## config.mk

```make
export PLATFORM = sky130hd
export DESIGN_NAME = rau_front
export DESIGN_NICKNAME = d
export VERILOG_FILES = /design/src/rau_pkg.sv /design/src/rau_front.sv
export SDC_FILE = /design/constraint.sdc
export NUM_CORES = 2
export LEC_CHECK = 0
export ABC_AREA = 1
export CAP_MARGIN = 15
export CELL_PAD_IN_SITES_DETAIL_PLACEMENT = 1
export CELL_PAD_IN_SITES_GLOBAL_PLACEMENT = 1
export CORE_ASPECT_RATIO = 1.2
export CORE_UTILIZATION = 30
export DETAILED_ROUTE_END_ITERATION = 7
export DONT_BUFFER_PORTS = 1
export HOLD_SLACK_MARGIN = 0.1
export PLACE_DENSITY_LB_ADDON = 0.3
export SETUP_SLACK_MARGIN = 0.15
export SLEW_MARGIN = 10
export SYNTH_ARGS = -nofsm -noshare
export SYNTH_HDL_FRONTEND = slang
export SYNTH_SLANG_ARGS = --single-unit
export TNS_END_PERCENT = 1
```

## constraint.sdc

```tcl
create_clock -name i_clk -period 13.3 [get_ports i_clk]
set_input_delay 0 -clock i_clk [delete_from_list [all_inputs] [get_ports i_clk]]
set_output_delay 0 -clock i_clk [all_outputs]
set_load 0.005 [all_outputs]
```

## src/rau_pkg.sv

```systemverilog
`default_nettype none
// ----------------------------------------------------------------------------
// rau_pkg
// shared types and constants of the rational arithmetic unit
// ----------------------------------------------------------------------------
package rau_pkg;

    localparam int unsigned OperandWidthDefault = 32;
    localparam int unsigned ProdWidth = 64;
    localparam int unsigned QueueDepth = 2;

    typedef enum logic [1:0] {
        FUNC_ADD = 2'd0,
        FUNC_MUL = 2'd1,
        FUNC_DIV = 2'd2,
        FUNC_RSV = 2'd3
    } t_func;

    typedef enum logic [1:0] {
        ST_OK       = 2'd0,
        ST_ZERO_DEN = 2'd1,
        ST_DIV_ZERO = 2'd2,
        ST_OVERFLOW = 2'd3
    } t_status;

    // front phases
    typedef enum logic [2:0] {
        FS_IDLE,
        FS_MUL0,
        FS_MUL1,
        FS_MUL2,
        FS_SUM,
        FS_PUSH
    } t_front_state;

    // back phases
    typedef enum logic [2:0] {
        BS_IDLE,
        BS_GCD,
        BS_DIVN,
        BS_DIVD,
        BS_DONE
    } t_back_state;

    // classified beat handed from front to back
    typedef struct packed {
        logic                  neg;
        logic [ProdWidth-1:0]  nmag;
        logic [ProdWidth-1:0]  dmag;
        t_status               status;
    } t_job;

endpackage

`default_nettype wire

```

## src/rau_front.sv

```systemverilog
`default_nettype none
// ----------------------------------------------------------------------------
// rau_front
// converts operands to sign-magnitude, forms cross products on one shared
// multiplier in turn and classifies errors
// ----------------------------------------------------------------------------
module rau_front #(
    parameter int unsigned OPERAND_WIDTH = rau_pkg::OperandWidthDefault
) (
    input  wire logic                     i_clk,
    input  wire logic                     i_rst_n,
    input  wire logic                     i_start,
    output logic                          o_busy,
    input  wire logic [1:0]               i_func,
    input  wire logic [31:0]              i_a_num,
    input  wire logic [31:0]              i_a_den,
    input  wire logic [31:0]              i_b_num,
    input  wire logic [31:0]              i_b_den,
    output logic                          o_push,
    output rau_pkg::t_job                 o_job,
    input  wire logic                     i_full
);
    import rau_pkg::*;

    localparam int unsigned W = OPERAND_WIDTH;

    t_front_state r_state, n_state;
    t_func        r_func;
    logic [W-1:0] r_an, r_ad, r_bn, r_bd;   // magnitudes
    logic         r_san, r_sad, r_sbn, r_sbd;
    logic [ProdWidth-1:0] r_p0, r_p1, r_p2;
    t_job         r_job, n_job;

    logic [W-1:0] mul_x, mul_y;
    logic [ProdWidth-1:0] mul_p;
    logic         accept;

    function automatic logic [W-1:0] mag_of(input logic [31:0] raw);
        logic [W-1:0] v;
        v = raw[W-1:0];
        mag_of = v[W-1] ? (~v + 1'b1) : v;  // most negative wraps to 2^(W-1)
    endfunction

    assign accept = i_start && (r_state == FS_IDLE);
    assign o_busy = (r_state != FS_IDLE);
    assign o_push = (r_state == FS_PUSH) && !i_full;
    assign o_job  = r_job;

    always_comb begin
        n_state = r_state;
        case (r_state)
            FS_IDLE: if (accept) n_state = FS_MUL0;
            FS_MUL0: n_state = FS_MUL1;
            FS_MUL1: n_state = FS_MUL2;
            FS_MUL2: n_state = FS_SUM;
            FS_SUM:  n_state = FS_PUSH;
            FS_PUSH: if (!i_full) n_state = FS_IDLE;
            default: n_state = FS_IDLE;
        endcase
    end

    // operand select for the shared multiplier
    always_comb begin
        mul_x = r_ad;
        mul_y = r_bd;
        case (r_state)
            FS_MUL0: begin
                mul_x = r_ad;
                mul_y = r_bd;
            end
            FS_MUL1: begin
                mul_x = r_an;
                mul_y = (r_func == FUNC_MUL) ? r_bn : r_bd;
            end
            FS_MUL2: begin
                mul_x = (r_func == FUNC_DIV) ? r_ad : r_bn;
                mul_y = (r_func == FUNC_DIV) ? r_bn : r_ad;
            end
            default: begin
                mul_x = r_ad;
                mul_y = r_bd;
            end
        endcase
    end

    assign mul_p = ProdWidth'(mul_x) * ProdWidth'(mul_y);

    // sign fix-up and error classification
    always_comb begin
        n_job = r_job;
        if (r_state == FS_SUM) begin
            n_job.status = ST_OK;
            n_job.dmag   = r_p0;
            n_job.nmag   = r_p1;
            n_job.neg    = 1'b0;
            if (r_ad == '0 || r_bd == '0) begin
                n_job.status = ST_ZERO_DEN;
            end else if (r_func == FUNC_MUL) begin
                n_job.neg  = r_san ^ r_sbn ^ r_sad ^ r_sbd;
            end else if (r_func == FUNC_DIV) begin
                if (r_bn == '0) begin
                    n_job.status = ST_DIV_ZERO;
                end else begin
                    n_job.dmag = r_p2;
                    n_job.neg  = r_san ^ r_sbd ^ r_sad ^ r_sbn;
                end
            end else begin
                // add: an*bd +/- bn*ad over ad*bd
                if ((r_san ^ r_sbd) == (r_sbn ^ r_sad)) begin
                    n_job.nmag = r_p1 + r_p2;
                    n_job.neg  = r_san ^ r_sbd ^ r_sad ^ r_sbd;
                end else if (r_p1 >= r_p2) begin
                    n_job.nmag = r_p1 - r_p2;
                    n_job.neg  = r_san ^ r_sbd ^ r_sad ^ r_sbd;
                end else begin
                    n_job.nmag = r_p2 - r_p1;
                    n_job.neg  = r_sbn ^ r_sad ^ r_sad ^ r_sbd;
                end
            end
        end
    end

    always_ff @(posedge i_clk) begin
        if (!i_rst_n) begin
            r_state <= FS_IDLE;
        end else begin
            r_state <= n_state;
        end
    end

    always_ff @(posedge i_clk) begin
        if (accept) begin
            r_func <= t_func'(i_func);
            r_an   <= mag_of(i_a_num);
            r_ad   <= mag_of(i_a_den);
            r_bn   <= mag_of(i_b_num);
            r_bd   <= mag_of(i_b_den);
            r_san  <= i_a_num[W-1];
            r_sad  <= i_a_den[W-1];
            r_sbn  <= i_b_num[W-1];
            r_sbd  <= i_b_den[W-1];
        end
        case (r_state)
            FS_MUL0: r_p0 <= mul_p;
            FS_MUL1: r_p1 <= mul_p;
            FS_MUL2: r_p2 <= mul_p;
            default: ;
        endcase
        r_job <= n_job;
    end

endmodule

`default_nettype wire

```

==> run summary <==
### STA
* 0 ns — final sum of negative setup slack
* 11.52 ns — time the final worst path needs with I/O delays and setup
* 18.3% — Max-Slew Margin vs Limit
* 1.21 ns — measured slew at the worst slew-check pin
* 0 — number of hold violations in the final report
* false — setup repair after global routing missed its margin
* 0.0527 ns — setup clock skew after layout
* 0 — max-slew violation count
* 86.8 MHz — upper clock frequency limit
* 86.6% — share of the clock period used by the worst path
* 0 — total setup violations reported at the end of the flow

### Layout
* 12568 — Final Instance Count excl. Fillers
* 10972 — Net count, final
* 3.84% — share of post-route cells with drive strength above 1
* nand2_1, inv_1, nor2_1 — commonest cells after routing, fill and taps aside
* 28538 — number of fill cells in the layout
* 33.4% — final design utilization
* 10.5% — area added between synthesis and finish
* nand2_1 — commonest non-fill, non-tap cell in the layout
* 77700 µm² — post-route cell area

### Setup path
* adder cells — cell family with most CP delay
* a21oi_1 — Slowest cell on crit path
* r_func[0]$_DFFE_PP_ — launch point of the worst reg-to-reg path
* r_func[0]$_DFFE_PP_ — critical path launch point
* 11.88 ns — crit path DAT
* register — crit start category
* 0.81 ns — Largest stage delay, worst path
* r_p0[53]$_DFFE_PP_ — last element of the critical path
* r_p0[53]$_DFFE_PP_ — reg2reg end
* 34 — cell depth of the worst setup path
* 34 — number of cells traversed by the worst register-to-register path
* fa_1 — cell type with the highest occurrence count on the critical path
* 44 — worst-path fanout max
* 8 — buffering stage count on the worst path with inverters included
* 1.78 ns — reg2reg setup slack
* register to register — Worst Path Class, Setup
* 13.67 ns — CP required
* register — Critical Path End Type

### Clocking
* clkbuf_16 — Root Buffer Master
* 0.07 ns — clock-pin slew on the worst setup and hold paths
* 460 — clock sinks
* 0 — post_cts resized
* 53 — TritonCTS buffer count
* built — TritonCTS clock tree
* 0.71 ns — later-pin clock latency in the skew report
* 2 — H-tree levels
* 3 — buffer levels on the longest clock path

### Detailed routing
* 25.7 µm — routed length per placed instance
* 0 — DRC violations left
* 323 mm — Total Wirelength
* 63300 — Via Count
* 5.04 — post-detailed-route via-to-cell ratio
* 0 — antenna violation net count after detailed routing
* 3659 — number of DRC violations after detailed-routing iteration 0
* 6 — number of optimization iterations in the first detailed-route pass

### Floorplan
* 30.2% — initial standard-cell utilization of the core
* 233000 µm² — area of the core region
* 236000 µm² — DIE AREA
* 532 µm — height of the die
* 194 — number of rows in the core area
* 444 µm — Die Span X
* 267 — total I/O pin count

### Global routing
* 30.7% — met1 usage in global routing
* 7 — initial antenna violation count
* met2 — busiest layer in global routing
* 81 — pin count of the biggest net entering global routing
* 27.1% — combined global-route utilization of all metal layers
* 48.3% — met2 demand-to-capacity share in global routing
* 0 — global route overflow
* 70145 — via count of the first global-routing pass
* 469 mm — global-route wire length before repair
* 2.84% — global routing met3 resource utilization

### Synth
* 57 — count of different cell masters after synthesis
* 10871 — syn_nets
* 460 — number of flip-flops and latches in the synthesized netlist
* 0 — warning count from the yosys run
* 70300 µm² — cell area after synthesis
* 9381 — gate count of the mapped netlist
* 19.6% — register area share after synthesis
* 7.50 µm² — Mean Syn Cell Area

### Placement
* 0.981 — gp weighted congestion
* 12216 — Cell Count Post-Placement
* 73500 µm² — area after detailed placement
* 267 mm — detailed placer's ending HPWL
* 0 — total of buffers placed on input and output ports

### Run status
* complete, no violations — status

### Job
* 0 — MaxCap Viol Count

### Worst hold path
* primary input to register — worst min-delay path class

[final cells by class]
class                           instances  area [µm²]  area share [%]
Inverter                             1991        7470            9.62
Antenna cell                            4        10.0          0.0129
Clock buffer                           67        1380            1.77
Clock inverter                         32         360           0.464
Sequential cell                       460       13800            17.7
Timing Repair Buffer                  359        3320            4.27
Tap cell                             3038        3800            4.89
Multi-Input combinational cell       6617       47600            61.2
[layer usage]
metal | vias to the layer above | routed length, µm
li1 | 28543 | -
met1 | 32163 | 125000
met2 | 1908 | 160000
met3 | 686 | 13800
met4 | 0 | 24500
met5 | - | 0
[metrics by stage]
| step | setup slack [ns] | hold slack, ns |
|---|---|---|
| finish | 1.78 | 0.148 |
| global route | 1.50 | 0.134 |
| CTS | 1.90 | 0.102 |
| detailed placement | 2.00 | 0.0652 |
| global placement | 1.99 | 0.0672 |
| floorplan | 3.94 | 0.0342 |
[cell families (layout without fill, tap and decap cells)]
group / Yosys count / in the layout / share of synthesized area [%]
xor+xnor: 276 / 276 / 3.44
compound gates: 865 / 865 / 6.75
flops: 460 / 460 / 19.6
buf+inv: 2304 / 2449 / 12.9
simple gates: 4120 / 4120 / 23.6
fa+ha+maj: 1356 / 1356 / 33.7
other cells: 0 / 4 / 0
[timing repair]
item	4_1_cts	5_1_grt
hold buffers	249	0
buffers inserted	0	0
hold endpoints to repair	192	0
[worst min path at each step]
stage / start / to / slack, ns / cells past startpoint
2_1_floorplan: i_full / o_push / 0.03 / 1
3_3_place_gp: i_full / o_push / 0.07 / 1
3_5_place_dp: i_full / o_push / 0.07 / 1
4_1_cts: i_a_den[24] / r_ad[24]$_DFFE_PP_ / 0.10 / 2
5_1_grt: i_a_den[24] / r_ad[24]$_DFFE_PP_ / 0.13 / 2
6_report: i_b_num[18] / r_bn[19]$_DFFE_PP_ / 0.15 / 3
[flip-flops by register name (all words and copies together), names as in the netlist]
signal / cells
o_job: 131
r_ad: 32
r_an: 32
r_bd: 32
r_bn: 32
r_func: 2
r_p0: 64
r_p1: 64
r_p2: 64
r_sad: 1
r_san: 1
r_sbd: 1
r_sbn: 1
r_state: 3
[cell usage after synthesis, drive strengths merged]
library cell,number,area (µm²)
o21bai,26,195
fa,899,18000
nand3,277,1400
clkbuf,107,402
and2,2,12.5
a31oi,18,113
o2111ai,2,17.5
a2111oi,1,8.76
ha,457,5720
a21o,13,97.6
buf,206,1200
or2,3,18.8
nor4,27,169
o311ai,1,8.76
a211oi,2,15.0
clkinv,10,37.5
dfxtp,3,60.1
nand3b,10,75.1
edfxtp,457,13700
nand2b,1,6.26
nand4,68,432
o221ai,1,8.76
xor2,192,1680
nor3b,1,7.51
o211ai,38,325
nor4b,1,8.76
inv,1981,7440
nor2,1085,4220
xnor2,84,736
o21ai,365,1830
a221oi,4,35.0
o21a,15,113
a21oi,369,1910
nand2,2560,9720
a21boi,4,30.0
nor3,79,457
and3,6,37.5
o31ai,6,45.0
[worst min-delay path: stages]
cell,delay [ns]
o31ai_1,0.06
xnor2_1,0.13
dlygate4sd3_1,0.54
Power is left out: the tool's default activity adds up to more than one toggle a clock period on the data nets, which glitch-free logic cannot reach.
