===== src/rau_pkg.sv =====
`default_nettype none
// ----------------------------------------------------------------------------
// rau_pkg
// shared types and constants of the rational arithmetic unit
// ----------------------------------------------------------------------------
package rau_pkg;

    localparam int unsigned OperandWidthDefault = 32;
    localparam int unsigned ProdWidth = 64;
    localparam int unsigned QueueDepth = 2;

    typedef enum logic [1:0] {
        FUNC_ADD = 2'd0,
        FUNC_MUL = 2'd1,
        FUNC_DIV = 2'd2,
        FUNC_RSV = 2'd3
    } t_func;

    typedef enum logic [1:0] {
        ST_OK       = 2'd0,
        ST_ZERO_DEN = 2'd1,
        ST_DIV_ZERO = 2'd2,
        ST_OVERFLOW = 2'd3
    } t_status;

    // front phases
    typedef enum logic [2:0] {
        FS_IDLE,
        FS_MUL0,
        FS_MUL1,
        FS_MUL2,
        FS_SUM,
        FS_PUSH
    } t_front_state;

    // back phases
    typedef enum logic [2:0] {
        BS_IDLE,
        BS_GCD,
        BS_DIVN,
        BS_DIVD,
        BS_DONE
    } t_back_state;

    // classified beat handed from front to back
    typedef struct packed {
        logic                  neg;
        logic [ProdWidth-1:0]  nmag;
        logic [ProdWidth-1:0]  dmag;
        t_status               status;
    } t_job;

endpackage

`default_nettype wire


===== src/rau_queue.sv =====
`default_nettype none
// ----------------------------------------------------------------------------
// rau_queue
// short fifo between the front and the back
// ----------------------------------------------------------------------------
module rau_queue (
    input  wire logic          i_clk,
    input  wire logic          i_rst_n,
    input  wire logic          i_push,
    input  rau_pkg::t_job      i_job,
    output logic               o_full,
    input  wire logic          i_pop,
    output logic               o_empty,
    output rau_pkg::t_job      o_job
);
    import rau_pkg::*;

    localparam int unsigned AW = $clog2(QueueDepth);

    t_job          r_mem [QueueDepth];
    logic [AW-1:0] r_wp, r_rp;
    logic [AW:0]   r_cnt;

    assign o_full  = (r_cnt == (AW+1)'(QueueDepth));
    assign o_empty = (r_cnt == '0);
    assign o_job   = r_mem[r_rp];

    always_ff @(posedge i_clk) begin
        if (!i_rst_n) begin
            r_wp  <= '0;
            r_rp  <= '0;
            r_cnt <= '0;
        end else begin
            if (i_push) r_wp <= r_wp + 1'b1;
            if (i_pop)  r_rp <= r_rp + 1'b1;
            r_cnt <= r_cnt + (AW+1)'(i_push) - (AW+1)'(i_pop);
        end
    end

    always_ff @(posedge i_clk) begin
        if (i_push) r_mem[r_wp] <= i_job;
    end

endmodule

`default_nettype wire


===== config.mk =====
export PLATFORM = sky130hd
export DESIGN_NAME = rau_queue
export DESIGN_NICKNAME = d
export VERILOG_FILES = /design/src/rau_pkg.sv /design/src/rau_queue.sv
export SDC_FILE = /design/constraint.sdc
export NUM_CORES = 1
export LEC_CHECK = 0
export BUFFER_PORTS_ARGS = -buffer_cell sky130_fd_sc_hd__buf_4
export CORE_ASPECT_RATIO = 1.2
export CORE_MARGIN = 2
export CORE_UTILIZATION = 52
export CTS_CLUSTER_SIZE = 20
export DETAILED_ROUTE_END_ITERATION = 8
export HOLD_SLACK_MARGIN = 0.15
export PLACE_DENSITY = 0.86
export SLEW_MARGIN = 20
export SYNTH_ARGS = -nofsm -noshare
export SYNTH_HDL_FRONTEND = slang
export SYNTH_SLANG_ARGS = --single-unit

===== constraint.sdc =====
create_clock -name i_clk -period 9.4 [get_ports i_clk]
set_input_delay 2.35 -clock i_clk [delete_from_list [all_inputs] [get_ports i_clk]]
set_output_delay 2.35 -clock i_clk [all_outputs]
set_load 0.01 [all_outputs]

==> results of run 1 <==
[sequential cells by signal (all words and copies together), names as in the netlist, named ones only]
register	flops
r_cnt	2
r_wp	1
r_mem	262
r_rp	1
[placed cells by master, fill, tap and decap left out, types with 2 or more instances in the layout]
cell type	netlist	routed
clkbuf_16	0	25
nor2b_1	4	3
clkinv_2	0	5
dfxtp_1	5	4
bufinv_16	0	3
inv_1	2	2
edfxtp_1	262	262
mux2_2	41	41
ha_1	2	2
clkinv_4	0	3
clkbuf_1	0	4
and2_1	4	3
clkinvlp_4	0	2
mux2_4	90	90
clkinv_1	0	2
buf_4	0	272
[worst reg2reg max path, delay by kind of cell (launching register included)]
family / cells / cell delay (ps)
buf+inv: 2 / 1460
flops: 1 / 350
simple gates: 1 / 620
[worst paths after layout]
| kind | end | cells after the start | from | slack [ps] |
|---|---|---|---|---|
| worst max-delay path | o_job[63] | 4 | flop | 3730 |
| worst min-delay path | flop | 2 | r_rp$_SDFFE_PN0P_ | 580 |
| worst max register to register | r_mem[0][43]$_DFFE_PP_ | 3 | r_wp$_SDFFE_PN0P_ | 6600 |
| worst min register to register | flop | 2 | r_rp$_SDFFE_PN0P_ | 580 |
[synth_stat cells]
cell type,instances
dfxtp_1,5
nor2_1,1
and2_1,4
mux2_2,41
buf_2,4
xor2_1,1
edfxtp_1,262
buf_8,1
mux2_4,90
nor2b_1,4
o21a_1,1
buf_6,10
ha_1,2
inv_1,2
xnor3_1,1
[power breakdown]
part / switching [mW] / internal [mW] / total, mW
sequential: 0.0270 / 1.38 / 1.40
clock: 0.404 / 0.572 / 0.977
combinational: 0.141 / 0.197 / 0.338
total: 0.572 / 2.15 / 2.72
[logic make-up after synthesis]
group | after synthesis | share of synthesized area
compound gates | 1 | 0.000747
xor+xnor | 2 | 0.00311
fa+ha+maj | 2 | 0.00249
buf+inv | 17 | 0.0154
flops | 267 | 0.793
mux | 131 | 0.180
simple gates | 9 | 0.00535
[layout make-up]
class                           count  area (µm²)  share of cell area
Sequential cell                   267        7970               0.609
Timing Repair Buffer              272        2040               0.156
Multi-Input combinational cell    145        1940               0.148
Clock buffer                       29         641              0.0490
Tap cell                          256         320              0.0245
Clock inverter                     15         164              0.0125
Inverter                            2        7.51            0.000574
[metrics by stage]
step                      cells  worst slack, ps  utilization  area (µm²)
after global placement      942             4280        0.649       12300
after CTS                   986             3680        0.692       13100
after global routing        986             3550        0.692       13100
after floorplan             429              704            -       10100
final                       986             3730        0.692       13100
after detailed placement    942             4220        0.649       12300
[layer usage]
layer | global-route usage | vias up
li1 | - | 2263
met1 | 0.202 | 2443
met2 | 0.320 | 219
met3 | 0.0516 | 38
met4 | 0.0578 | 0
met5 | 0 | -
==> flow_summary.ini, run 1 <==
[die]
die_area_um2 = 20500
boundaryPins = 268
die_y_um = 156
coreArea_um2 = 18900
die_w_um = 131
start_util = 0.531
rows = 55

[critical_path]
arrival_ps = 3320
crit_type = reg -> out
cp-start-kind = flop
crit_path_cell_trace = buf_4 > buf_4 > mux2_4 > buf_4
critPathBufInv = 3
crit_path_end_kind = primary output
cp.required_ps = 7050
crit_fanout = 54
cpPeakStageDelay_ps = 870
crit_family = buffers and inverters
cpMostUsedCell = buf_4
slowest_stage = dfxtp_4

[clock_network]
cts_resized = 0
cts_sinks = 267
numCtsBuffers = 25
post_cts_buffers = 0
path_clk_slew_ps = 60
htreeDepth = 1
insertion_delay_ps = 500
clock_path_buffers = 3
cts-root-buf = clkbuf_16
cts_hold_buffers = 0
cts_tree = built

[global_route]
grt_max_degree = 81
grt_pass1_wl_um = 27800
antenna_found_initial = 0
grt_overflow = 0
grt_pass1_vias = 5244
grt_use_total = 0.177

[routing]
dr_wl_met2_um = 10100
wl_met1_um = 6620
first_pass_iters = 4
ant_nets = 0
wl_per_cell_um = 19.1
top_layer_used = met4
dr_wl_met3_um = 1580
drtIter0Drc = 238
vias = 4963
route.detailed.drc = 0
routed_wl_um = 18800
viasPerCell = 5.03

[power_and_ir_drop]
leakagePower_nw = 5.10
p_per_area_nw_per_um2 = 208
total_power_mw = 2.72
peakVddDrop_mv = 0.228

[synth]
yosysWarnings = 0
netlist.area_leader.share = 0.783
netlist_area_um2 = 10100
synth.distinct_cells = 15
syn_inst = 429
syn_area_per_cell_um2 = 23.4
synth_seq_cells = 267
synth_area_leaders = edfxtp_1 78%, mux2_4 13%, mux2_2 4.6%
synth_fp_nets = 566
yosysSeqAreaShare = 0.793
yosysTopAreaCell = edfxtp_1

[sta]
maxSlewViolCount = 0
setup_tns_ps = 0
hold_viol = 0
post-route-period-util = 0.603
holdWs_ps = 579
timing.slew.headroom = 0.269
tightest_slew_ps = 1100
max_freq_mhz = 177
setup_viol = 0
rsz0062_at_grt = false
fin_worst_skew_ps = 7.17
min_period_ps = 5670

[final_layout]
n_antenna_cell = 0
area_growth_pct = 30.2
drive_gt1_frac = 0.608
fillCellCount = 1169
nets = 850

[placement]
globalplace.congestion = 0.715
io_buffers = 267
dp_hpwl_um = 12900

[worst_hold_path]
hold_class = reg -> reg

[status]
status = finished clean

[run]
max_cap_violations = 0
No activity file was read; power rests on OpenSTA's default activity.
==> inputs of run 2 (changes only) <==
--- a/config.mk
+++ b/config.mk
@@ -5,14 +5,15 @@
 export SDC_FILE = /design/constraint.sdc
 export NUM_CORES = 1
 export LEC_CHECK = 0
+export ABC_AREA = 1
 export BUFFER_PORTS_ARGS = -buffer_cell sky130_fd_sc_hd__buf_4
 export CORE_ASPECT_RATIO = 1.2
 export CORE_MARGIN = 2
-export CORE_UTILIZATION = 52
+export CORE_UTILIZATION = 47
 export CTS_CLUSTER_SIZE = 20
 export DETAILED_ROUTE_END_ITERATION = 8
 export HOLD_SLACK_MARGIN = 0.15
-export PLACE_DENSITY = 0.86
+export PLACE_DENSITY = 0.82
 export SLEW_MARGIN = 20
 export SYNTH_ARGS = -nofsm -noshare
 export SYNTH_HDL_FRONTEND = slang
==> constraint.sdc (replaced) <==
create_clock -name i_clk -period 4.8 [get_ports i_clk]
set_input_delay 1.2 -clock i_clk [delete_from_list [all_inputs] [get_ports i_clk]]
set_output_delay 1.2 -clock i_clk [all_outputs]
set_load 0.01 [all_outputs]
==> flow_summary.ini, run 2 <==
[synth]
netlist.area_leader.share = 0.783
synth_edf_count = 262
syn_inst = 441
syn_area_per_cell_um2 = 22.8
yosysMostFrequentCell = edfxtp_1
yosysTopAreaCell = edfxtp_1
yosysSeqAreaShare = 0.793
synth_fp_nets = 578
synth_common_cells = 262 x edfxtp_1, 90 x mux2_4, 41 x mux2_2
yosysWarnings = 0
synth_top_flop_cell = edfxtp_1
synth.distinct_cells = 13
async_flop_share = 0
synth_seq_cells = 267
synth_area_leaders = edfxtp_1 78%, mux2_4 13%, mux2_2 4.6%
netlist_area_um2 = 10100

[routing]
ant_nets = 0
viasPerCell = 4.92
routed_wl_um = 19300
first_pass_iters = 4
drtIter0Drc = 308
wl_per_cell_um = 19.0
vias = 4988
route.detailed.drc = 0

[sta]
rsz0062_at_grt = false
setup_viol = 0
fin_worst_skew_ps = 6.62
maxSlewViolCount = 0
setup_tns_ps = 0
hold_viol = 0
max_freq_mhz = 288
post-route-period-util = 0.724
min_period_ps = 3480
timing.slew.headroom = 0.280
setup_slack_ps = 1320
tightest_slew_ps = 1080

[critical_path]
worstReg2RegEnd = r_mem[1][114]$_DFFE_PP_
arrival_ps = 2280
cp.required_ps = 3600
reg2reg_depth = 3
rrSetupSlack_ps = 2810
critPathBufInv = 2
crit_type = reg -> out
path_depth = 3
crit_path_cell_trace = buf_4 > mux2_2 > buf_4
cpPeakStageDelay_ps = 660
worstReg2RegStart = r_wp$_SDFFE_PN0P_
crit_fanout = 33
crit_family = buffers and inverters
crit_path_end_kind = primary output
crit_end = o_job[9]
slowest_stage = dfxtp_4
cpMostUsedCell = buf_4
cp-start-kind = flop

[final_layout]
most-common-layout-cells = 270 x buf_4, 262 x edfxtp_1, 90 x mux2_4
final_cell_count_no_fill = 1013
area_growth_pct = 31.0
n_antenna_cell = 0
drive_gt1_frac = 0.596
reg.largest.list = r_mem x262, r_cnt x2
largest_reg_flops = 262
nets = 863
top_register = r_mem
finish.utilization = 0.628
layout_commonest_cell = buf_4

[clock_network]
cts_hold_buffers = 0
cts_sinks = 267
clock_path_buffers = 3
insertion_delay_ps = 510
cts_resized = 0
htreeDepth = 1
path_clk_slew_ps = 60
numCtsBuffers = 26
post_cts_buffers = 0
cts_tree = built
cts-root-buf = clkbuf_16

[global_route]
antenna_found_initial = 0
grt_max_degree = 78
grt_pass1_wl_um = 28100
grt_overflow = 0
grt_pass1_vias = 5320
grt_use_total = 0.162

[placement]
dp_hpwl_um = 13000
globalplace.congestion = 0.698
dp_cells = 968
io_buffers = 267
preCtsSetupSlack_ps = 1810

[die]
die_y_um = 164
start_util = 0.479
coreArea_um2 = 21000
die_w_um = 138
rows = 58
boundaryPins = 268
die_area_um2 = 22600

[power_and_ir_drop]
leakagePower_nw = 5.15
peakVddDrop_mv = 0.441
p_per_area_nw_per_um2 = 405
total_power_mw = 5.33

[status]
status = finished clean

[worst_hold_path]
hold_class = reg -> reg

[run]
max_cap_violations = 0
## run 2: cell types whose count changed in the layout (fill, tap and decap cells not counted), moves of 2 or more
cell	delta
nand2_1	+8
clkinv_4	-2
clkbuf_16	+2
inv_1	+4
nor2_1	+7
nor2b_1	-3
clkinv_1	+2
buf_4	-2
clkinv_2	-2
buf_12	+2
and2_1	-3
## run 2: cell type report
class / count / area (µm²)
sequential: 267 / 7970
fill: 1400 / 7810
timing repair buffer: 272 / 2070
multi-input combinational: 152 / 1920
clock buffer: 31 / 691
tap: 270 / 338
clock inverter: 14 / 151
inverter: 7 / 28.8
## run 2: how the worst min path moves through the flow
stage	from	end	slack [ps]	cells past startpoint
2_1_floorplan	r_rp$_SDFFE_PN0P_	flop	460	2
3_3_place_gp	r_rp$_SDFFE_PN0P_	r_rp$_SDFFE_PN0P_	480	2
6_report	r_rp$_SDFFE_PN0P_	flop	510	2
4_1_cts	r_rp$_SDFFE_PN0P_	flop	510	2
3_5_place_dp	r_rp$_SDFFE_PN0P_	flop	500	2
5_1_grt	r_rp$_SDFFE_PN0P_	flop	530	2
## run 2: worst register-to-register path, cell delays in order, from the launching register on
cell     delay, ps
dfxtp_1        390
nand2_1        130
inv_4          650
buf_12         390
## run 2: stage by stage
step	hold WS (ps)	instance area [µm²]
2_1_floorplan	463	10100
3_3_place_gp	476	12300
3_5_place_dp	497	12300
4_1_cts	512	13200
5_1_grt	529	13200
6_report	508	13200
## run 2: metal layers
layer	vias up	global-route usage	part of all wire	routed length, µm
li1	2294	-	-	-
met1	2463	0.180	0.35	6840
met2	198	0.292	0.53	10200
met3	33	0.0577	0.095	1830
met4	0	0.0469	0.022	431
met5	-	0	0	0
## run 2: power breakdown
| group | switching (mW) | total (mW) | internal, mW |
|---|---|---|---|
| sequential | 0.0415 | 2.74 | 2.70 |
| combinational | 0.263 | 0.601 | 0.338 |
| clock | 0.806 | 1.99 | 1.18 |
## run 2: cell families after synthesis
kind of cell | Yosys count | share of synthesized area
and+or+nand+nor | 18 | 0.00684
DFF | 267 | 0.793
adders and majority gates | 2 | 0.00249
AOI/OAI and AO/OA | 1 | 0.000497
muxes | 131 | 0.180
buffers and inverters | 22 | 0.0173
==> inputs of run 3 (changes only) <==
--- a/config.mk
+++ b/config.mk
@@ -9,11 +9,11 @@
 export BUFFER_PORTS_ARGS = -buffer_cell sky130_fd_sc_hd__buf_4
 export CORE_ASPECT_RATIO = 1.2
 export CORE_MARGIN = 2
-export CORE_UTILIZATION = 47
+export CORE_UTILIZATION = 52
 export CTS_CLUSTER_SIZE = 20
 export DETAILED_ROUTE_END_ITERATION = 8
 export HOLD_SLACK_MARGIN = 0.15
-export PLACE_DENSITY = 0.82
+export PLACE_DENSITY = 0.86
 export SLEW_MARGIN = 20
 export SYNTH_ARGS = -nofsm -noshare
 export SYNTH_HDL_FRONTEND = slang
==> constraint.sdc (replaced) <==
create_clock -name i_clk -period 3.6 [get_ports i_clk]
set_input_delay 0.9 -clock i_clk [delete_from_list [all_inputs] [get_ports i_clk]]
set_output_delay 0.9 -clock i_clk [all_outputs]
set_load 0.01 [all_outputs]
==> flow_summary.ini, run 3 (synthesis results as in run 2) <==
[sta]
max_freq_mhz = 333
min_period_ps = 3010
timing.slew.headroom = 0.454
setup_tns_ps = 0
tightest_slew_ps = 819
hold_viol = 0
maxSlewViolCount = 0
fin_worst_skew_ps = 6.77
setup_viol = 0
post-route-period-util = 0.835
rsz0062_at_grt = false
setup_slack_ps = 593

[die]
die_w_um = 131
die_area_um2 = 20500
die_y_um = 156
rows = 55
start_util = 0.531
coreArea_um2 = 18900
boundaryPins = 268

[critical_path]
crit_type = reg -> out
crit_fanout = 54
reg2reg_depth = 3
crit_path_end_kind = primary output
arrival_ps = 2110
rrSetupSlack_ps = 1920
crit_end = o_job[119]
worstReg2RegEnd = r_mem[1][40]$_DFFE_PP_
worstReg2RegStart = r_wp$_SDFFE_PN0P_
cp-start-kind = flop
cp.required_ps = 2700

[final_layout]
drive_gt1_frac = 0.593
nets = 864
multiInputGateArea_um2 = 1920
fillCellCount = 1172
layout_commonest_cell = buf_4
n_antenna_cell = 0
finish.utilization = 0.697
area_growth_pct = 31.2
reg.largest.list = r_mem x262, r_cnt x2
design_area_um2 = 13200
seq_area_um2 = 7970
top_register = r_mem
largest_reg_flops = 262
most-common-layout-cells = 269 x buf_4, 262 x edfxtp_1, 90 x mux2_4

[routing]
ant_nets = 0
first_pass_iters = 4
drtIter0Drc = 306
route.detailed.drc = 0
vias = 5010
routed_wl_um = 19000
viasPerCell = 5.01
wl_per_cell_um = 19.0

[placement]
preCtsSetupSlack_ps = 1100
dp_hpwl_um = 12800
io_buffers = 267
globalplace.congestion = 0.768
placed_area_um2 = 12300

[clock_network]
cts-root-buf = clkbuf_16
htreeDepth = 1
cts_tree = built
cts_sinks = 267
cts_resized = 0
insertion_delay_ps = 520
path_clk_slew_ps = 60
post_cts_buffers = 0
cts_hold_buffers = 0
numCtsBuffers = 26
clock_path_buffers = 3

[global_route]
grt_overflow = 0
grt_pass1_wl_um = 27500
grt_use_total = 0.177
grt_pass1_vias = 5336
antenna_found_initial = 0
grt_max_degree = 73

[power_and_ir_drop]
leakagePower_nw = 5.17
peakVddDrop_mv = 0.422
p_per_area_nw_per_um2 = 542

[status]
status = finished clean

[run]
max_cap_violations = 0

[worst_hold_path]
hold_class = reg -> reg
run 3: cell count changes in the layout (fill, tap and decap cells not counted):
cell and delta:
bufinv_16 +1, buf_12 +2, clkinvlp_4 -2, clkinv_4 -1, inv_4 -1, clkinv_1 +3
buf_4 -1
run 3: worst max-delay path, cell delays in order (launching register included):
cell and delay [ps]:
dfxtp_4 630, buf_12 400, mux2_2 380, buf_4 140
run 3: area by class of cell:
type	count	share of cell area
tap	256	0.0243
multi-input combinational	152	0.145
inverter	7	0.00228
sequential	267	0.604
clock inverter	14	0.0122
timing repair buffer	273	0.159
clock buffer	31	0.0524
run 3: per-stage QoR:
| stage | total power [mW] | instances | hold slack [ps] |
|---|---|---|---|
| global route | 7.40 | 1000 | 531 |
| CTS | 7.23 | 1000 | 503 |
| finish | 7.15 | 1000 | 497 |
| global placement | 4.50 | 955 | 478 |
| floorplan | 4.13 | 441 | 463 |
| detailed placement | 4.54 | 955 | 487 |
run 3: power by group:
group	switching (mW)	total (mW)	leakage [nW]	internal [mW]
Clock	1.04	2.68	0.417	1.64
Combinational	0.352	0.807	2.25	0.456
Sequential	0.0537	3.66	2.50	3.60
run 3: how the worst min path moves through the flow:
stage                      startpoint                end  cells after the start  slack (ps)
finish              r_rp$_SDFFE_PN0P_               flop                      2         500
global route        r_rp$_SDFFE_PN0P_               flop                      2         530
CTS                 r_rp$_SDFFE_PN0P_               flop                      2         500
detailed placement  r_rp$_SDFFE_PN0P_               flop                      2         490
global placement    r_rp$_SDFFE_PN0P_  r_rp$_SDFFE_PN0P_                      2         480
floorplan           r_rp$_SDFFE_PN0P_               flop                      2         460
run 3: layer usage:
metal,part of all wire,track usage
met3,0.077,0.0520
met1,0.37,0.201
met5,0,0
met4,0.028,0.0628
met2,0.53,0.317
