## config.mk

```make
export PLATFORM = sky130hd
export DESIGN_NAME = rau_back
export DESIGN_NICKNAME = d
export VERILOG_FILES = /design/src/rau_pkg.sv /design/src/rau_back.sv
export SDC_FILE = /design/constraint.sdc
export NUM_CORES = 1
export LEC_CHECK = 0
export BUFFER_PORTS_ARGS = -buffer_cell sky130_fd_sc_hd__buf_4
export CORE_MARGIN = 1
export CORE_UTILIZATION = 50
export CTS_CLUSTER_DIAMETER = 50
export DETAILED_ROUTE_END_ITERATION = 8
export GPL_TIMING_DRIVEN = 0
export PLACE_DENSITY = 0.68
export SYNTH_ARGS = -nofsm -noshare
export SYNTH_HDL_FRONTEND = slang
export SYNTH_SLANG_ARGS = --single-unit
```

## constraint.sdc

```tcl
create_clock -name i_clk -period 12 [get_ports i_clk]
set_input_delay 2.4 -clock i_clk [delete_from_list [all_inputs] [get_ports i_clk]]
set_output_delay 2.4 -clock i_clk [all_outputs]
set_load 0.01 [all_outputs]
```

## src/rau_pkg.sv

```systemverilog
`default_nettype none
// ----------------------------------------------------------------------------
// rau_pkg
// shared types and constants of the rational arithmetic unit
// ----------------------------------------------------------------------------
package rau_pkg;

    localparam int unsigned OperandWidthDefault = 32;
    localparam int unsigned ProdWidth = 64;
    localparam int unsigned QueueDepth = 2;

    typedef enum logic [1:0] {
        FUNC_ADD = 2'd0,
        FUNC_MUL = 2'd1,
        FUNC_DIV = 2'd2,
        FUNC_RSV = 2'd3
    } t_func;

    typedef enum logic [1:0] {
        ST_OK       = 2'd0,
        ST_ZERO_DEN = 2'd1,
        ST_DIV_ZERO = 2'd2,
        ST_OVERFLOW = 2'd3
    } t_status;

    // front phases
    typedef enum logic [2:0] {
        FS_IDLE,
        FS_MUL0,
        FS_MUL1,
        FS_MUL2,
        FS_SUM,
        FS_PUSH
    } t_front_state;

    // back phases
    typedef enum logic [2:0] {
        BS_IDLE,
        BS_GCD,
        BS_DIVN,
        BS_DIVD,
        BS_DONE
    } t_back_state;

    // classified beat handed from front to back
    typedef struct packed {
        logic                  neg;
        logic [ProdWidth-1:0]  nmag;
        logic [ProdWidth-1:0]  dmag;
        t_status               status;
    } t_job;

endpackage

`default_nettype wire

```

## src/rau_back.sv

```systemverilog
`default_nettype none
// ----------------------------------------------------------------------------
// rau_back
// euclidean gcd and the two exact divisions by it on one restoring
// divider, one quotient bit per cycle, then range check and result strobe
// ----------------------------------------------------------------------------
module rau_back #(
    parameter int unsigned OPERAND_WIDTH = rau_pkg::OperandWidthDefault
) (
    input  wire logic                 i_clk,
    input  wire logic                 i_rst_n,
    input  wire logic                 i_empty,
    input  rau_pkg::t_job             i_job,
    output logic                      o_pop,
    output logic                      o_done,
    output logic signed [31:0]        o_res_num,
    output logic [30:0]               o_res_den,
    output logic [1:0]                o_status
);
    import rau_pkg::*;

    localparam int unsigned PW = ProdWidth;
    localparam int unsigned CW = $clog2(PW);
    localparam logic [PW-1:0] Limit = (PW'(1) << (OPERAND_WIDTH - 1)) - PW'(1);

    t_back_state r_state, n_state;
    t_job          r_job, n_job;
    logic [PW-1:0] r_dvd, n_dvd;      // dividend, msb first
    logic [PW-1:0] r_dvs, n_dvs;      // divisor, holds the gcd at the end
    logic [PW-1:0] r_rem, n_rem;
    logic [PW-1:0] r_quo, n_quo;
    logic [CW-1:0] r_cnt, n_cnt;
    logic [PW-1:0] r_qn, n_qn;        // reduced numerator magnitude
    logic [PW-1:0] r_qd, n_qd;        // reduced denominator
    logic          r_done;
    logic signed [31:0] r_num, n_num;
    logic [30:0]   r_den, n_den;
    logic [1:0]    r_st, n_st;

    logic [PW:0]   trial;
    logic [PW-1:0] rem_sh, rem_fin, quo_fin;
    logic          div_last, job_trivial;

    assign rem_sh      = {r_rem[PW-2:0], r_dvd[PW-1]};
    assign trial       = {r_rem, r_dvd[PW-1]} - {1'b0, r_dvs};
    assign rem_fin     = trial[PW] ? rem_sh : trial[PW-1:0];
    assign quo_fin     = {r_quo[PW-2:0], ~trial[PW]};
    assign div_last    = (r_cnt == CW'(PW-1));
    assign job_trivial = (i_job.status != ST_OK) || (i_job.nmag == '0);

    assign o_pop     = (r_state == BS_IDLE) && !i_empty;
    assign o_done    = r_done;
    assign o_res_num = r_num;
    assign o_res_den = r_den;
    assign o_status  = r_st;

    always_comb begin
        n_state = r_state;
        case (r_state)
            BS_IDLE: if (!i_empty) n_state = job_trivial ? BS_DONE : BS_GCD;
            BS_GCD:  if (div_last && rem_fin == '0) n_state = BS_DIVN;
            BS_DIVN: if (div_last) n_state = BS_DIVD;
            BS_DIVD: if (div_last) n_state = BS_DONE;
            BS_DONE: n_state = BS_IDLE;
            default: n_state = BS_IDLE;
        endcase
    end

    always_comb begin
        n_job = r_job;
        n_dvd = r_dvd;
        n_dvs = r_dvs;
        n_rem = r_rem;
        n_quo = r_quo;
        n_cnt = r_cnt;
        n_qn  = r_qn;
        n_qd  = r_qd;
        n_num = r_num;
        n_den = r_den;
        n_st  = r_st;
        // one restoring step per cycle in every dividing phase
        if (r_state == BS_GCD || r_state == BS_DIVN || r_state == BS_DIVD) begin
            n_dvd = {r_dvd[PW-2:0], 1'b0};
            n_rem = rem_fin;
            n_quo = quo_fin;
            n_cnt = r_cnt + 1'b1;
        end
        case (r_state)
            BS_IDLE: begin
                if (!i_empty) begin
                    n_job = i_job;
                    n_dvd = i_job.nmag;
                    n_dvs = i_job.dmag;
                    n_rem = '0;
                    n_quo = '0;
                    n_cnt = '0;
                end
            end
            BS_GCD: begin
                // old divisor over nonzero remainder next, else gcd found
                if (div_last) begin
                    n_rem = '0;
                    n_quo = '0;
                    if (rem_fin == '0) begin
                        n_dvd = r_job.nmag;
                    end else begin
                        n_dvd = r_dvs;
                        n_dvs = rem_fin;
                    end
                end
            end
            BS_DIVN: begin
                if (div_last) begin
                    n_qn  = quo_fin;
                    n_dvd = r_job.dmag;
                    n_rem = '0;
                    n_quo = '0;
                end
            end
            BS_DIVD: if (div_last) n_qd = quo_fin;
            BS_DONE: begin
                n_num = '0;
                n_den = 31'd1;
                n_st  = r_job.status;
                if (r_job.status == ST_OK && r_job.nmag != '0) begin
                    if (r_qn > Limit || r_qd > Limit) begin
                        n_st = ST_OVERFLOW;
                    end else begin
                        n_num = r_job.neg ? -r_qn[31:0] : r_qn[31:0];
                        n_den = r_qd[30:0];
                    end
                end
            end
            default: ;
        endcase
    end

    always_ff @(posedge i_clk) begin
        if (!i_rst_n) begin
            r_state <= BS_IDLE;
            r_done  <= 1'b0;
        end else begin
            r_state <= n_state;
            r_done  <= (r_state == BS_DONE);
        end
    end

    always_ff @(posedge i_clk) begin
        r_job <= n_job;
        r_dvd <= n_dvd;
        r_dvs <= n_dvs;
        r_rem <= n_rem;
        r_quo <= n_quo;
        r_cnt <= n_cnt;
        r_qn  <= n_qn;
        r_qd  <= n_qd;
        r_num <= n_num;
        r_den <= n_den;
        r_st  <= n_st;
    end

endmodule

`default_nettype wire
```

==> flow_summary_export.csv, run 1 <==
group,metric,value,unit
clock_tree,tritoncts,"built",
yosys,postSynthCellCount,2766,
yosys,synth-seq-area-share,0.560,
yosys,postSynth.asyncResetShare,0,
clock_tree,cts_setup_buffers,0,
cells_and_area,nets,3238,
die,die-height,239,um
detailed_routing,drc,0,
sta,fin_hold_ws,479,ps
global_routing,grt_max_degree,63,
hold_path,worstHoldPathCells,0,
sta,fin_worst_skew,27.0,ps
global_routing,number_of_global_route_vias_before_repair,22800,
sta,tightest_slew,1400,ps
hold_path,worst_hold_startpoint,"r_quo[62]",
pwr,cellInternalPower,0.00353,W
detailed_routing,drt_wl_total,105000,um
cells_and_area,area_growth_syn_to_layout,15.8,%
global_routing,grt_remaining_overflow,0,
sta,unrepaired_setup_endpoints_after_global_routing,"no",
yosys,synth_top_area_share,0.416,
clock_tree,post_cts_resized,0,
detailed_routing,avgViaCountPerCell,6.20,
sta,period_minus_slack,7680,ps
pwr,leakagePower,12.2,nW
flow_run,count_of_max_cap_constraint_violations,0,
placed_design,io_buffer_count,200,
worst_setup_path,worstSetupStartpointType,"flop",
sta,worst_slew_margin_rel,0.0638,
worst_setup_path,critical_path.reg2reg.startpoint,"r_dvs[45]",
hold_path,worstHoldEndpoint,"r_qn[63]",
sta,timing_max_transition_violations_final,0,
sta,finalCritPeriodShare,0.640,
global_routing,global_route.usage.total,0.365,
sta,final_hold_viol_count,0,
die,dieArea,57000,um2
pwr,pwr-share-comb,0.187,
pwr,net_switching,0.00155,W
worst_setup_path,timing.reg2reg.worst_path_depth,18,
worst_setup_path,critical_path.reg2reg.endpoint,"r_dvs[52]",
placed_design,detailedPlace.worstSlack,4550,ps
yosys,syn_nets,2967,
pwr,power.share.clock,0.341,
worst_setup_path,type_of_element_capturing_the_critical_path,"flop",
sta,setup_tns,0,ps
global_routing,first_pass_grt_wire_length,151000,um
yosys,synth_warn,0,
pwr,p_seq_frac,0.472,
placed_design,place_congestion,1.02,
clock_tree,ctsRootBufferMaster,"clkbuf_16",
detailed_routing,detailedRoute.firstIterationViolations,2424,
worst_setup_path,worst-endpoint-arrival,8030,ps
worst_setup_path,crit_path_required_time,12340,ps
sta,timing.final.ws_setup,4320,ps
clock_tree,clock_path_buffers,3,
worst_setup_path,worst_setup_path_startpoint,"r_dvs[45]",
yosys,synth_top_flop_cell,"edfxtp_1",
hold_path,hold_class,"flop to flop",
placed_design,hpwl_reported_at_the_end_of_detailed_placement,84100,um
clock_tree,reg_clk_slew_reported_paths,60,ps
clock_tree,cts.sink_count,589,
clock_tree,cts_htree_levels,2,
detailed_routing,routedWlPerCell,27.4,um
yosys,cell_types_occupying_the_most_area_after_synthesis,"edfxtp_1, dfxtp_1, nand2_1",
pwr,switching_share,0.305,
cells_and_area,n_fill_cell,4742,
yosys,synth_seq_cells,589,
yosys,synth_edf_count,388,
detailed_routing,drt_first_pass_iters,6,
clock_tree,cts_inserted_buffers,58,
detailed_routing,total_number_of_vias,23800,
die,core_area,55200,um2
pwr,power_density_cells,157,nW/um2
yosys,postSynthAreaPerCell,10.1,um2
die,placementRows,86,
cells_and_area,drive_gt1_frac,0.111,
global_routing,number_of_antenna_violations_at_the_first_check_in_global_routing,2,
sta,fmax,130,MHz
pwr,vdd.ir_drop.worst,0.105,mV
die,die_x,239,um
yosys,synthDominantAreaCellType,"edfxtp_1",
clock_tree,hold_buffers,0,
worst_setup_path,path_max_fanout,43,
outcome,outcome,"finished clean",
die,starting_density,0.507,
detailed_routing,drt.antenna.violating_nets,0,
clock_tree,clock_latency,620,ps
sta,setup_viol,0,
yosys,syn-cell-area,28000,um2
worst_setup_path,timing.setup.critical_path_class,"flop to flop",
yosys,netlist-cell-type-count,73,
die,num_io_pins,201,
worst_setup_path,timing.reg2reg.setup_slack,4320,ps
through the flow:
stage / cells / total power (W) / area [um2] / util
floorplan: 2766 / 0.00294 / 28000 / -
global placement: 3714 / 0.00334 / 30400 / 0.551
detailed placement: 3725 / 0.00335 / 30600 / 0.555
CTS: 3833 / 0.00505 / 32400 / 0.587
global route: 3833 / 0.00523 / 32400 / 0.587
finish: 3834 / 0.00507 / 32400 / 0.587
cell type report:
class                           instances  area [um2]  share of cell area
Clock buffer                           78        1580              0.0487
Timing Repair Buffer                  211        1670              0.0516
Clock inverter                         30         208             0.00641
Buffer                                175         699              0.0216
Sequential cell                       589       15700               0.484
Inverter                               84         315             0.00973
Antenna cell                            1        2.50           0.0000772
Multi-Input combinational cell       1918       11300               0.350
Tap cell                              748         936              0.0289
power groups by stage:
stage	Sequential, W	Combinational (W)	Clock [W]
final	0.00240	0.000947	0.00173
after global routing	0.00240	0.00101	0.00182
after CTS	0.00239	0.000922	0.00174
after detailed placement	0.00243	0.000917	0
after global placement	0.00244	0.000903	0
after floorplan	0.00238	0.000558	0
layer usage:
layer | track usage | up-vias | share of wire
li1 | - | 10800 | -
met1 | 0.460 | 11500 | 0.39
met2 | 0.602 | 1293 | 0.47
met3 | 0.0495 | 253 | 0.078
met4 | 0.212 | 2 | 0.064
met5 | 0 | - | 0.00012
kinds of logic after synthesis:
group,after synthesis,share of synthesized area
buffers and inverters,259,0.0361
XOR/XNOR,86,0.0269
multiplexers,101,0.0361
flip-flops,589,0.560
AND/OR/NAND/NOR,932,0.152
adder cells (fa/ha/maj),67,0.0302
AO/OA/AOI/OAI,732,0.159
Yosys cell counts, drive strengths merged (18+ instances only):
master  instances
a221oi         69
a21oi         262
a21o           18
inv            84
xor2           58
nand2         433
a211oi         73
nor4           80
buf            32
nand3          21
nor2          204
clkbuf        143
nand4          57
nor3           26
and3           37
dfxtp         201
edfxtp        388
o21ai         213
ha             66
xnor2          28
mux2i         100
worst max path at each step:
stage	endpoint	slack, ps
after global routing	r_dvs[52]	4390
final	r_dvs[52]	4320
after floorplan	o_pop	2730
after global placement	o_pop	-290
after CTS	r_dvs[53]	4540
after detailed placement	r_dvs[58]	4550
flip-flops by register name, indices dropped and copies added, names as in the netlist:
signal     cells
r_quo         63
r_state        3
r_rem         64
r_dvs         64
r_qd          64
r_cnt          6
r_job        131
o_done         1
o_res_num     32
o_res_den     31
o_status       2
r_dvd         64
r_qn          64
cell usage in the layout, fill, tap and decap left out, types with 7 or more instances in the layout:
cell type and instances:
a211oi_1 72, a21o_1 17, a21oi_1 261, a221oi_1 66, a31oi_1 10, and3_1 37, and4_1 8, buf_1 13
buf_2 16, buf_4 203, clkbuf_1 155, clkbuf_16 59, clkinv_1 11, dfxtp_1 201, edfxtp_1 388, ha_1 66
inv_1 83, mux2i_1 100, nand2_1 432, nand2b_1 7, nand3_1 21, nand4_1 57, nor2_1 204, nor3_1 26
nor4_1 79, o21a_1 8, o21ai_0 194, o21ai_1 19, o21bai_1 11, o31ai_1 14, or2_2 10, or3_1 15
or4_1 16, xnor2_1 28, xor2_1 58
worst max-delay path, cell delays in order (launching register included):
cell and delay (ps):
edfxtp_1 470, inv_1 80, ha_1 290, clkbuf_1 350, nand4_1 330, nor4_1 770, o21ai_0 340, o221ai_1 710
nor3_1 190, o21ai_0 360, xor2_1 230, nor4_1 310, o221ai_1 260, nor4_1 990, nand2_1 410, buf_6 290
buf_2 250, a21o_2 460, buf_12 270
Power figures use the tool's default switching activity.
==> run 2: changes to the inputs <==
--- a/config.mk
+++ b/config.mk
@@ -11,7 +11,7 @@
 export CTS_CLUSTER_DIAMETER = 50
 export DETAILED_ROUTE_END_ITERATION = 8
 export GPL_TIMING_DRIVEN = 0
-export PLACE_DENSITY = 0.68
+export PLACE_DENSITY = 0.71
 export SYNTH_ARGS = -nofsm -noshare
 export SYNTH_HDL_FRONTEND = slang
 export SYNTH_SLANG_ARGS = --single-unit
==> constraint.sdc (replaced) <==
create_clock -name i_clk -period 6.7 [get_ports i_clk]
set_input_delay 1.34 -clock i_clk [delete_from_list [all_inputs] [get_ports i_clk]]
set_output_delay 1.34 -clock i_clk [all_outputs]
set_load 0.01 [all_outputs]
==> run 2 against run 1 <==
Effect of this change: die area unchanged; combinational power is 82% higher; clock skew is 2.0 ps lower; fmax up 17%; critical endpoint is now r_dvs[61]; sequential share of layout area decreased by 0.26 points; non-clock buffer count rose by 1; power grew 82%; final cell count is 0.13% lower; first-iteration DRC count fell by 3.2%; core utilization grew 0.31 points; sequential cell count is the same; largest cell class unchanged.
==> flow_summary_export.csv, run 2 (synthesized netlist as in run 1, its figures left out) <==
group,metric,value,unit
pwr,power.share.clock,0.351,
clock_tree,ctsRootBufferMaster,"clkbuf_16",
worst_setup_path,critical_path.reg2reg.endpoint,"r_dvs[61]",
worst_setup_path,timing.setup.critical_path_class,"flop to flop",
die,dieArea,57000,um2
pwr,p_seq_frac,0.463,
worst_setup_path,path_cells,"inv_1 > ha_1 > fa_1 > nand2b_1 > a211oi_1 > a211oi_2 > o221ai_1 > a21oi_2 > o31ai_2 > a211oi_1 > xnor2_1 > or4_1 > a221oi_4 > nand2_1 > buf_6 > buf_2 > a21o_2 > buf_12",
worst_setup_path,cp_common_cell,"a211oi_1",
sta,finalCritPeriodShare,0.983,
placed_design,place_congestion,1.01,
cells_and_area,area_growth_syn_to_layout,16.4,%
cells_and_area,drive_gt1_frac,0.118,
detailed_routing,total_number_of_vias,23800,
worst_setup_path,worstSetupStartpointType,"flop",
cells_and_area,nets,3235,
detailed_routing,avgViaCountPerCell,6.21,
clock_tree,reg_clk_slew_reported_paths,70,ps
cells_and_area,design_area,32600,um2
flow_run,count_of_max_cap_constraint_violations,0,
cells_and_area,largest_reg_flops,131,
clock_tree,hold_buffers,0,
cells_and_area,largest-register,"r_job",
cells_and_area,most-common-layout-cells,"nand2_1, edfxtp_1, a21oi_1, buf_4, nor2_1",
clock_tree,clock_path_buffers,3,
outcome,outcome,"finished clean",
clock_tree,cts.sink_count,589,
pwr,vdd.ir_drop.worst,0.201,mV
die,die_x,239,um
worst_setup_path,crit_path_required_time,7020,ps
clock_tree,clock_latency,600,ps
sta,worst_slew_margin_rel,0.121,
sta,fin_worst_skew,25.0,ps
clock_tree,cts_inserted_buffers,54,
global_routing,number_of_global_route_vias_before_repair,22600,
placed_design,detailed_place.area,30600,um2
worst_setup_path,critical_path.reg2reg.startpoint,"r_dvd[63]",
detailed_routing,drt.antenna.violating_nets,0,
sta,timing_max_transition_violations_final,0,
hold_path,hold_class,"flop to flop",
cells_and_area,layout_commonest_cell,"nand2_1",
detailed_routing,drc,0,
worst_setup_path,timing.reg2reg.setup_slack,120,ps
pwr,cellInternalPower,0.00649,W
die,placementRows,86,
worst_setup_path,type_of_element_capturing_the_critical_path,"flop",
sta,final_hold_viol_count,0,
worst_setup_path,crit_path_max_incr_delay,610,ps
clock_tree,cts_htree_levels,2,
sta,period_minus_slack,6580,ps
die,die-height,239,um
clock_tree,tritoncts,"built",
detailed_routing,drt_first_pass_iters,6,
global_routing,global_route.usage.total,0.363,
hold_path,worstHoldPathCells,0,
worst_setup_path,timing.reg2reg.worst_path_depth,18,
global_routing,first_pass_grt_wire_length,150000,um
die,num_io_pins,201,
die,starting_density,0.507,
cells_and_area,finish.utilization,0.590,
die,core_area,55200,um2
sta,tightest_slew,1310,ps
sta,setup_viol,0,
sta,unrepaired_setup_endpoints_after_global_routing,"no",
global_routing,number_of_antenna_violations_at_the_first_check_in_global_routing,3,
pwr,switching_share,0.299,
hold_path,worstHoldEndpoint,"r_qn[63]",
worst_setup_path,worst-endpoint-arrival,6900,ps
worst_setup_path,path_max_fanout,41,
global_routing,grt_remaining_overflow,0,
detailed_routing,routedWlPerCell,27.5,um
placed_design,hpwl_reported_at_the_end_of_detailed_placement,83700,um
pwr,pwr-share-comb,0.186,
pwr,net_switching,0.00276,W
global_routing,grt_max_degree,83,
placed_design,io_buffer_count,200,
detailed_routing,detailedRoute.firstIterationViolations,2346,
worst_setup_path,critPathSlowestCell,"dfxtp_1",
sta,fmax,152,MHz
hold_path,worst_hold_startpoint,"r_quo[62]",
pwr,power_density_cells,284,nW/um2
pwr,leakagePower,12.3,nW
detailed_routing,drt_wl_total,105000,um
-- run 2: cell count changes in the layout (fill, tap and decap cells not counted), sizes merged --
cell and change:
clkinvlp -1, clkbuf -14, inv -1, clkinv +3
bufinv +7, buf +1
-- run 2: layer usage --
metal / global-route usage / vias up / wire length [um] / part of all wire
met5: 0 / - / 43 / 0.00041
met4: 0.198 / 6 / 6410 / 0.061
met3: 0.0574 / 252 / 8740 / 0.083
met2: 0.607 / 1283 / 49800 / 0.47
met1: 0.451 / 11500 / 40300 / 0.38
li1: - / 10800 / - / -
-- run 2: timing repair --
| action | 4_1_cts | 5_1_grt |
|---|---|---|
| endpoints found under the setup margin | 120 | 41 |
| setup buffers | 2 | 0 |
| gates resized for setup | 6 | 6 |
| pin swaps | 1 | 0 |
-- run 2: area by class of cell --
type                       instances  area (um2)
fill                            4642       22600
sequential                       589       15700
multi-input combinational       1918       11400
timing repair buffer             212        1670
clock buffer                      64        1440
tap                              748         936
buffer                           175         706
clock inverter                    38         433
inverter                          84         315
antenna                            1        2.50
-- run 2: worst max-delay path, delay by kind of cell (launching register included) --
| kind | cells | cell delay, ps |
|---|---|---|
| adder cells (fa/ha/maj) | 2 | 710 |
| flip-flops | 1 | 610 |
| XOR/XNOR | 1 | 170 |
| buffers and inverters | 4 | 880 |
| AO/OA/AOI/OAI | 8 | 2850 |
| AND/OR/NAND/NOR | 3 | 1040 |
-- run 2: power by group through the flow --
| stage | Combinational, W | Clock [W] | Sequential [W] |
|---|---|---|---|
| after CTS | 0.00167 | 0.00326 | 0.00427 |
| final | 0.00172 | 0.00324 | 0.00429 |
| after floorplan | 0.000999 | 0 | 0.00426 |
| after global routing | 0.00183 | 0.00339 | 0.00429 |
| after detailed placement | 0.00164 | 0 | 0.00435 |
| after global placement | 0.00162 | 0 | 0.00436 |
-- run 2: worst max-delay path by stage --
stage / cells past startpoint / to / startpoint / slack [ps]
floorplan: 5 / r_qd[0] / r_cnt[0] / 380
global placement: 5 / r_qd[4] / r_cnt[0] / -1770
detailed placement: 18 / r_dvs[61] / r_dvs[45] / -860
CTS: 18 / r_dvs[61] / r_dvs[45] / 40
global route: 18 / r_dvs[61] / r_dvs[45] / 30
finish: 18 / r_dvs[61] / r_dvd[63] / 120
-- run 2: metrics by stage --
stage               hold slack (ps)  worst slack (ps)  power [W]  instances  TNS (ps)
finish                          463               117    0.00925       3829         0
global route                    484              29.4    0.00951       3828         0
global placement                441             -1770    0.00598       3714   -217290
detailed placement              447              -856    0.00599       3724    -55010
CTS                             464              42.7    0.00920       3828         0
floorplan                       425               375    0.00526       2766         0
